## config.mk

```make
export PLATFORM = sky130hd
export DESIGN_NAME = kls_job_queue
export DESIGN_NICKNAME = d
export VERILOG_FILES = /design/src/hw/rtl/kls_job_queue.sv
export SDC_FILE = /design/constraint.sdc
export NUM_CORES = 1
export LEC_CHECK = 0
export BUFFER_PORTS_ARGS = -buffer_cell sky130_fd_sc_hd__clkbuf_2
export CAP_MARGIN = 20
export CORE_ASPECT_RATIO = 0.7
export CORE_MARGIN = 2
export CORE_UTILIZATION = 30
export CTS_BUF_LIST = sky130_fd_sc_hd__clkbuf_2 sky130_fd_sc_hd__clkbuf_4 sky130_fd_sc_hd__clkbuf_8
export CTS_CLUSTER_DIAMETER = 120
export DETAILED_ROUTE_END_ITERATION = 8
export PLACE_DENSITY = 0.48
export RECOVER_POWER = 50
export SLEW_MARGIN = 10
export SYNTH_ARGS = -nofsm -noshare
export SYNTH_HDL_FRONTEND = slang
export SYNTH_SLANG_ARGS = --single-unit
```

## constraint.sdc

```tcl
create_clock -name i_clk -period 4.16 [get_ports i_clk]
set_clock_uncertainty 0.15 [all_clocks]
set_input_delay 0 -clock i_clk [delete_from_list [all_inputs] [get_ports i_clk]]
set_output_delay 0 -clock i_clk [all_outputs]
set_load 0.005 [all_outputs]
```

## src/hw/rtl/kls_job_queue.sv

```systemverilog
// Two-entry queue of selection jobs between front and back end.
// Depends on nothing beyond its width parameter.
module kls_job_queue #(
    parameter int WIDTH = 20
) (
    input  logic             i_clk,
    input  logic             i_rst_n,
    input  logic             i_push,
    input  logic [WIDTH-1:0] i_data,
    output logic             o_full,
    input  logic             i_pop,
    output logic             o_avail,
    output logic [WIDTH-1:0] o_data
);

    logic [WIDTH-1:0] r_data [2];
    logic             r_wr_ptr, n_wr_ptr;
    logic             r_rd_ptr, n_rd_ptr;
    logic [1:0]       r_cnt, n_cnt;
    logic             do_push, do_pop;

    assign o_full  = (r_cnt == 2'd2);
    assign o_avail = (r_cnt != 2'd0);
    assign o_data  = r_data[r_rd_ptr];
    assign do_push = i_push && !o_full;
    assign do_pop  = i_pop && o_avail;

    always_comb begin
        n_wr_ptr = do_push ? !r_wr_ptr : r_wr_ptr;
        n_rd_ptr = do_pop ? !r_rd_ptr : r_rd_ptr;
        n_cnt    = r_cnt;
        if (do_push && !do_pop) begin
            n_cnt = r_cnt + 2'd1;
        end else if (do_pop && !do_push) begin
            n_cnt = r_cnt - 2'd1;
        end
    end

    always_ff @(posedge i_clk) begin
        if (do_push) begin
            r_data[r_wr_ptr] <= i_data;
        end
    end

    always_ff @(posedge i_clk) begin
        if (!i_rst_n) begin
            r_wr_ptr <= 1'b0;
            r_rd_ptr <= 1'b0;
            r_cnt    <= 2'd0;
        end else begin
            r_wr_ptr <= n_wr_ptr;
            r_rd_ptr <= n_rd_ptr;
            r_cnt    <= n_cnt;
        end
    end

endmodule

```

==> impl_results.md <==
- Starting DRT DRC Count: 31
- Clock share of power: 0.250
- WL met2: 1.377 mm
- Final core utilization: 0.4296
- Run status: finished, final reports clean
- Pwr/cell area: 537.7 nW/um^2
- Gr ovfl total: 0
- Clk_lat worst skew: 290 ps
- # rows: 22
- CP top delay family: buffers and inverters
- Syn Nets: 112
- Initial Util: 0.3149
- Hold Path Sink: r_data[0][18]
- CP required: 3920 ps
- Max Transition Viols Final: 0
- Reg power frac: 0.506
- Area of the core: 5313 sq um
- Largest net degree at the start of global routing: 22
- Clock transition at path regs: 80 ps
- Hold crit path type: input port to flip-flop
- Sequential share of the synthesized area: 0.7779
- CP Cell Sequence: nand2b_1, inv_1, nor3_1, clkbuf_1
- Internal power: 0.0009180 W
- Clock sink count: 45
- CP bufs+invs: 2
- Seq cells post-synth: 45
- Cell area after placement: 1984 sq um
- Worst Setup End Kind: flip-flop
- Max-cap violations: 0
- Crit path time final: 2556 ps
- Yosys top cell area share: 0.7180
- Max stage delay on crit path: 760 ps
- Avg WL per Cell: 12.75 um
- Via count: 969
- Vias in the first global route: 1,011
- Sw Ratio: 0.2519
- Leak: 0.8422 nW
- Total CTS buffers: 5
- Met1 wire length: 1.305 mm
- CTS tree: yes
- Hold Path Cell Cnt: 3
- CP startpoint kind: flip-flop
- Top Ports: 46
- Final RePlAce weighted congestion: 0.5876
- Peak VDD IR: 0.0002118 V
- Unrepaired setup endpoints after global routing: no
- Slew margin rel.: 0.3773
- Final period utilization: 0.6144
- Initial antenna violation count: 0
- Mapped Area: 1673 sq um
- Worst R2R End: r_data[0][7]
- Worst-path fanout max: 16
- WS Path Type: flip-flop to flip-flop
- H-tree levels: 2
- Total GRT Usage: 0.1047
- Post-synth top area cell: edfxtp_1
- Slowest-stage cell, CP: clkbuf_1
- Worst Path Arrival: 2320 ps
- Post-CTS sizing: 0
- Register-to-register setup slack: 1600 ps
- Setup TNS: 0 ps
- Share of cells above drive strength 1: 0.3625
- Most frequent cells in the layout: edfxtp_1 (40), clkbuf_2 (30), dlygate4sd3_1 (22), mux2_2 (20), clkbuf_1 (16)
- Endpoints failing setup: 0
- Top Metal Used: met4
- Chip width: 93.25 um
- Commonest non-fill, non-tap cell in the layout: edfxtp_1
- Met3 WL: 218 um
- Achievable Freq: 391.3 MHz
- Area Growth Syn to Fin: 36.42%
- Hold_buf cts: 22
- Synth warn: 0
- Psw: 0.0003091 W
- Max clock buf depth: 2
- Hold Crit Start: i_push
- Nets: 185
- Port Buf Inserts: 45
- Post-Synthesis Cells: 87
- Combinational fraction of design power: 0.244
- Drt pass-1 iters: 4
- DRC viols: 0
- First-pass GRT wire length: 4.567 mm
- Detail Route Antenna Nets: 0
- Routed wire length: 2.957 mm
- Syn Area/Cell: 19.23 sq um
- Design area: 2282 sq um
- Area of the die: 6199 sq um
- Root buf cell: clkbuf_8
- RR Startpoint: r_cnt[0]
- Cells on worst reg2reg path: 4
- DPL Wire Length: 1.935 mm
- Area contributors post-synth: edfxtp_1 (72%), mux2_2 (13%), dfxtp_1 (6.0%), and2_1 (1.1%), xnor2_1 (1.0%)
- Worst-Margin Slew: 934.1 ps
- Antenna Cells: 0
- # Post-CTS Setup Buffers: 0
- Distinct cells, synth: 21
- Hold Vio Cnt, Final: 0
- DIE HEIGHT: 66.48 um
- Vias/cell: 4.177
-- routing by layer --
layer,up-vias,global-route usage
met2,34,0.1754
met3,5,0.04186
met4,0,0.06066
met1,456,0.1137
li1,474,-
met5,-,0
-- worst min-delay path, delay by kind of cell --
family        cells  cell delay (ps)
buf+inv           2              170
simple gates      1              120
-- flip-flops by register name (all words and copies together), names as in the netlist, named ones only --
register	flops
r_wr_ptr	1
r_rd_ptr	1
r_data	40
r_cnt	2
-- worst max-delay path by stage --
stage / start / to / slack [ps] / cells after the start
final: r_cnt[0] / r_data[0][7] / 1600 / 4
after global routing: r_cnt[0] / r_data[0][0] / 1390 / 4
after CTS: r_cnt[0] / r_wr_ptr / 1700 / 5
after detailed placement: r_cnt[0] / r_data[0][9] / 2160 / 3
after global placement: r_cnt[0] / r_data[0][9] / 2240 / 3
after floorplan: r_cnt[0] / r_data[0][0] / 2190 / 3
-- through the flow --
step,std cells,total power [W],setup slack [ps],hold slack [ps]
after floorplan,87,0.0007992,2192,-51.13
after CTS,231,0.001257,1698,47.49
after detailed placement,202,0.0009273,2164,44.88
final,232,0.001227,1604,49.02
after global routing,232,0.001301,1391,70.43
after global placement,202,0.0009169,2237,41.07
-- synth_stat cells (all sizes together) --
cell     n
o21a     1
and3     1
nor2     1
or2      1
dfxtp    5
a21boi   2
nor3     1
or3      1
ha       1
xor2     1
nand2b   1
edfxtp  40
buf      2
mux2    20
and2     3
o21ai    2
inv      2
xnor2    2
-- kinds of logic after synthesis --
group / share of synthesized area
and+or+nand+nor: 0.03441
xor gates and xnor gates: 0.01571
buffers and inverters: 0.01047
adders and majority gates: 0.007478
AOI/OAI and AO/OA: 0.01945
DFF: 0.7779
muxes: 0.1346
-- cell type report --
class	count	area [sq um]
sequential	45	1301
fill	495	3030
inverter	2	7.507
tap	72	90.09
clock buffer	5	68.82
timing repair buffer	68	430.4
clock inverter	2	35.03
multi-input combinational	38	349.1
-- power by group through the flow --
stage / logic, W / clock network (W) / registers, W
detailed placement: 0.000291 / 0 / 0.000636
global route: 0.000332 / 0.000336 / 0.000633
global placement: 0.000286 / 0 / 0.000631
floorplan: 0.000201 / 0 / 0.000599
CTS: 0.000313 / 0.000319 / 0.000626
finish: 0.000299 / 0.000307 / 0.000621
Note: power is estimated with default switching activity, not from simulation.
