File: config.mk
export PLATFORM = sky130hd
export DESIGN_NAME = kls_front
export DESIGN_NICKNAME = d
export VERILOG_FILES = /design/src/hw/rtl/kls_pkg.sv /design/src/hw/rtl/kls_front.sv
export SDC_FILE = /design/constraint.sdc
export NUM_CORES = 1
export LEC_CHECK = 0
export ABC_AREA = 1
export ABC_CLOCK_PERIOD_IN_PS = 1850
export BUFFER_PORTS_ARGS = -buffer_cell sky130_fd_sc_hd__buf_2
export CAP_MARGIN = 10
export CORE_ASPECT_RATIO = 1.4
export CORE_MARGIN = 2
export CORE_UTILIZATION = 34
export CTS_CLUSTER_SIZE = 40
export DETAILED_ROUTE_END_ITERATION = 6
export MAX_ROUTING_LAYER = met4
export PLACE_DENSITY = 0.85
export SLEW_MARGIN = 5
export SYNTH_ARGS = -nofsm -noshare
export SYNTH_HDL_FRONTEND = slang
export SYNTH_SLANG_ARGS = --single-unit
File: constraint.sdc
create_clock -name i_clk -period 1.85 [get_ports i_clk]
set_clock_uncertainty 0.15 [all_clocks]
set_input_delay 0.0925 -clock i_clk [delete_from_list [all_inputs] [get_ports i_clk]]
set_output_delay 0.0925 -clock i_clk [all_outputs]
set_load 0.005 [all_outputs]
File: src/hw/rtl/kls_pkg.sv
// Shared types and constants for the k-th smallest level select block.
// No dependencies; every other file in hw/rtl but kls_job_queue refers to this package.
package kls_pkg;

    localparam int ENERGY_W        = 32;   // Q16.16 level width
    localparam int FILL_W          = 9;    // width of the k field
    localparam int STATUS_W        = 2;
    localparam int DEF_MAX_LEVELS  = 256;

    // -665.0 in Q16.16, returned when k exceeds the set size
    localparam logic [ENERGY_W-1:0] ERR_LEVEL = 32'hFD67_0000;

    typedef enum logic [STATUS_W-1:0] {
        ST_OK         = 2'd0,
        ST_ZERO_COUNT = 2'd1,
        ST_TOO_BIG    = 2'd2
    } t_status;

    typedef enum logic [2:0] {
        BK_IDLE,
        BK_READ_V,
        BK_SCAN,
        BK_DRAIN,
        BK_DECIDE,
        BK_EMIT
    } t_back_state;

endpackage

File: src/hw/rtl/kls_front.sv
// Front end: accepts items, writes levels into the back end's store and
// classifies the request carried by the last item. Depends on kls_pkg.
module kls_front #(
    parameter int MAX_LEVELS = kls_pkg::DEF_MAX_LEVELS
) (
    input  logic                                    i_clk,
    input  logic                                    i_rst_n,
    input  logic                                    i_valid,
    output logic                                    o_stall,
    input  logic signed [kls_pkg::ENERGY_W-1:0]     i_energy,
    input  logic        [kls_pkg::FILL_W-1:0]       i_fill_count,
    input  logic                                    i_last,
    // store write port
    output logic                                    o_wr_en,
    output logic [$clog2(MAX_LEVELS)-1:0]           o_wr_addr,
    output logic signed [kls_pkg::ENERGY_W-1:0]     o_wr_data,
    // job queue push side
    output logic                                    o_push,
    output logic [kls_pkg::STATUS_W+2*$clog2(MAX_LEVELS+1)-1:0] o_job,
    input  logic                                    i_q_full,
    // back end done with the store
    input  logic                                    i_release
);

    localparam int CW = $clog2(MAX_LEVELS + 1);
    localparam int AW = $clog2(MAX_LEVELS);
    localparam int KW = (kls_pkg::FILL_W > CW) ? kls_pkg::FILL_W : CW;

    logic [CW-1:0]    r_count, n_count;
    logic             r_busy, n_busy;
    logic             accept;
    logic             room;
    logic [CW-1:0]    cnt_sat;
    logic [CW-1:0]    rank;
    kls_pkg::t_status status;

    assign o_stall = r_busy || i_q_full;
    assign accept  = i_valid && !o_stall;
    assign room    = (r_count < CW'(MAX_LEVELS));

    always_comb begin
        cnt_sat = room ? (r_count + CW'(1)) : r_count;

        if (i_fill_count == '0) begin
            status = kls_pkg::ST_ZERO_COUNT;
        end else if (KW'(i_fill_count) > KW'(cnt_sat)) begin
            status = kls_pkg::ST_TOO_BIG;
        end else begin
            status = kls_pkg::ST_OK;
        end
        rank = (i_fill_count == '0) ? CW'(1) : CW'(i_fill_count);

        o_wr_en   = accept && room;
        o_wr_addr = r_count[AW-1:0];
        o_wr_data = i_energy;
        o_push    = accept && i_last;
        o_job     = {status, rank, cnt_sat};

        n_count = r_count;
        n_busy  = r_busy;
        if (i_release) begin
            n_busy = 1'b0;
        end
        if (accept) begin
            if (i_last) begin
                n_count = '0;
                n_busy  = 1'b1;
            end else begin
                n_count = cnt_sat;
            end
        end
    end

    always_ff @(posedge i_clk) begin
        if (!i_rst_n) begin
            r_count <= '0;
            r_busy  <= 1'b0;
        end else begin
            r_count <= n_count;
            r_busy  <= n_busy;
        end
    end

endmodule

==> results.tsv <==
metric	value	unit
result of the run	finished, violations left	
violations in the final reports	negative setup slack	
register bit count reported by yosys	10	
clock latency reported for the late side of the worst-skew pair	0.23	ns
critical path capture point type	output port	
worst hold path startpoint	i_release	
net count of the finished layout	268	
reg2reg setup slack	0.26	ns
Initial Util	35.6	%
synthesis warning total	0	
Reg2Reg Launch Point	r_count[0]	
maximum number of pins on one net before global-route repair	13	
cell count after placement	246	
Max Fclk	0.410	GHz
area of the core	3410	um^2
post-detailed-route DRC marker count	0	
num ports	110	
average size of a mapped cell	6.55	um^2
largest driver fanout on the critical path	3	
min-delay worst type	primary input to register	
data arrival time at the worst-slack endpoint	2.20	ns
fraction of final layout cells sized beyond drive strength 1	48.6	%
area overhead of the layout relative to synthesis	24.3	%
Congestion Overflow GR	0	
Critical Path Source Type	register	
most frequent cells in the layout	sky130_fd_sc_hd__buf_2 (45), sky130_fd_sc_hd__nand2_1 (29), sky130_fd_sc_hd__buf_4 (26)	
type of the worst setup path	register to output port	
post-route design area	1510	um^2
Cell Count, Final, Fillers Out	252	
clock root cell	sky130_fd_sc_hd__clkbuf_8	
wire length of the first global-routing pass	4650	um
total standard cell area after synthesis	1210	um^2
worst slew slack as a fraction of its limit	82.2	%
final hold viol count	0	
worst-case clock buffer depth	2	
total iterations of the first detailed-routing run	4	
vias per cell	4.77	
number of antenna violations at the first check in global routing	0	
sequential element share of the synthesized area	16.5	%
critical path required time	1.61	ns
most frequent standard cell in the layout excluding fill and tap cells	sky130_fd_sc_hd__buf_2	
Port-buffer cells	45	
number of violations reported at the end of detailed-routing iteration 0	22	
Die Y-Extent	74.7	um
all-layer global routing usage	16.1	%
min cycle time layout	2.44	ns
Sinks on Clock Net	10	
number of cell rows	25	
Post-Route Utilization	44.2	%
Setup WS post-layout	-0.590	ns
Tcrit/Tclk final	132	%
placer congestion estimate	0.836	
total wirelength of the detailed-routed design	3120	um
Slew Limit Fails	0	
number of buffers added by the clock tree synthesis step	3	
level count of the clock H-tree	1	
TritonCTS clock tree	yes	
placed wire-length estimate after detailed placement	2450	um
Maximum Capacitance Violations	0	
vias in the first global route	1135	
unrepaired setup endpoints after global routing	true	
total of endpoints with negative setup slack in the final report	1	
clock-pin slew of the registers on the worst-case setup and hold paths	0.05	ns
antenna violation net count after detailed routing	0	
DR WL/cell	12.4	um
power density of the placed cells	380	nW/um^2
maximum resistive drop on vdd	0.000320	V
overall via count from detail_route	1201	
synth unique cells	31	
die area	4070	um^2
gate count of the mapped netlist	185	
Post-DP Area	1370	um^2
leakage power summed over all cells	0.772	nW
antenna cell count	0	
chip width	54.5	um
critical path startpoint	r_count[0]	
total nets after synthesis	240	
pin slew with the least headroom to its limit	0.264	ns
-- layout make-up --
cell class / count / area, um^2
clock buffer: 4 / 45.0
tap: 40 / 50.0
timing repair buffer: 72 / 430
multi-input combinational: 100 / 674
inverter: 26 / 97.6
sequential: 10 / 209
fill: 357 / 1900
-- where the power goes --
group	total [mW]	switching [mW]	internal, mW
Clock	0.231	0.0803	0.150
Sequential	0.218	0.00212	0.216
Combinational	0.123	0.0642	0.0588
-- worst max-delay path, stage by stage (launching register included) --
cell and delay (ns):
sky130_fd_sc_hd__dfxtp_4 0.37, sky130_fd_sc_hd__ha_4 0.14, sky130_fd_sc_hd__nand4_1 0.11, sky130_fd_sc_hd__xor2_1 0.22, sky130_fd_sc_hd__inv_1 0.11, sky130_fd_sc_hd__ha_4 0.29, sky130_fd_sc_hd__nand2_4 0.06, sky130_fd_sc_hd__o21bai_1 0.18
sky130_fd_sc_hd__nand3_2 0.06, sky130_fd_sc_hd__nand4_1 0.07, sky130_fd_sc_hd__nand2_1 0.07, sky130_fd_sc_hd__nand2_1 0.06, sky130_fd_sc_hd__a21oi_2 0.10, sky130_fd_sc_hd__buf_2 0.11
-- metrics by stage --
| stage | hold slack [ns] | setup WS (ns) | total power, mW | setup TNS, ns |
|---|---|---|---|---|
| CTS | 0.0293 | -0.485 | 0.569 | -0.485 |
| floorplan | 0.0603 | -0.178 | 0.337 | -0.178 |
| global placement | 0.0350 | -0.275 | 0.330 | -0.275 |
| detailed placement | 0.0350 | -0.304 | 0.334 | -0.304 |
| finish | 0.0300 | -0.590 | 0.572 | -0.590 |
| global route | 0.0350 | -0.755 | 0.605 | -0.855 |
-- sequential cells by signal (all words and copies together), names as in the netlist --
name	count
r_busy	1
r_count	9
-- path summary, 6_finish.rpt --
kind           endpoint  depth (start not counted)
max           o_job[19]                         13
min              r_busy                          3
max reg2reg  r_count[8]                          6
min reg2reg  r_count[7]                          2
-- cells in the mapped netlist --
library cell	instances	area (um^2)
sky130_fd_sc_hd__buf_4	40	300
sky130_fd_sc_hd__and2_1	1	6.26
sky130_fd_sc_hd__xor2_1	2	17.5
sky130_fd_sc_hd__a31oi_1	1	6.26
sky130_fd_sc_hd__o21ai_0	3	15.0
sky130_fd_sc_hd__o31ai_1	1	7.51
sky130_fd_sc_hd__nand4_1	3	18.8
sky130_fd_sc_hd__nor2_4	1	11.3
sky130_fd_sc_hd__nor3_1	2	10.0
sky130_fd_sc_hd__a21oi_2	1	8.76
sky130_fd_sc_hd__nor4_1	1	6.26
sky130_fd_sc_hd__nand2_1	32	120
sky130_fd_sc_hd__clkbuf_1	9	33.8
sky130_fd_sc_hd__nand3_2	3	30.0
sky130_fd_sc_hd__ha_1	8	100
sky130_fd_sc_hd__nor2_2	1	6.26
sky130_fd_sc_hd__o21ai_1	2	10.0
sky130_fd_sc_hd__a211oi_1	1	7.51
sky130_fd_sc_hd__nand2_2	4	25.0
sky130_fd_sc_hd__nand3_1	6	30.0
sky130_fd_sc_hd__dfxtp_1	10	200
sky130_fd_sc_hd__nor3b_1	1	7.51
sky130_fd_sc_hd__o21a_1	1	7.51
sky130_fd_sc_hd__inv_2	1	3.75
sky130_fd_sc_hd__xnor2_1	1	8.76
sky130_fd_sc_hd__a21boi_2	1	11.3
sky130_fd_sc_hd__o21bai_1	1	7.51
sky130_fd_sc_hd__a21oi_1	6	30.0
sky130_fd_sc_hd__nor2_1	13	48.8
sky130_fd_sc_hd__inv_1	25	93.8
sky130_fd_sc_hd__a22oi_1	3	22.5
-- cell families after synthesis --
kind of cell	Yosys count	synth area share (%)
XOR/XNOR	3	2.17
buffers and inverters	75	35.6
AND/OR/NAND/NOR	68	26.4
AO/OA/AOI/OAI	21	11.0
flip-flops	10	16.5
adder cells (fa/ha/maj)	8	8.26
-- repair_timing --
| item | 4_1_cts | 5_1_grt |
|---|---|---|
| hold endpoints to repair | 1 | 0 |
| gates cloned | 0 | 0 |
| buffers inserted | 1 | 0 |
| pin swaps | 4 | 8 |
| resized for setup | 6 | 11 |
| setup endpoints to repair | 1 | 3 |
| hold buffers | 1 | 0 |
-- routing by layer --
metal	share of wire, %	track usage, %
met1	35	15.2
met2	55	30.0
met3	5.7	1.98
met4	4.1	8.89
met5	0	-
No activity file was read; power rests on OpenSTA's default activity.
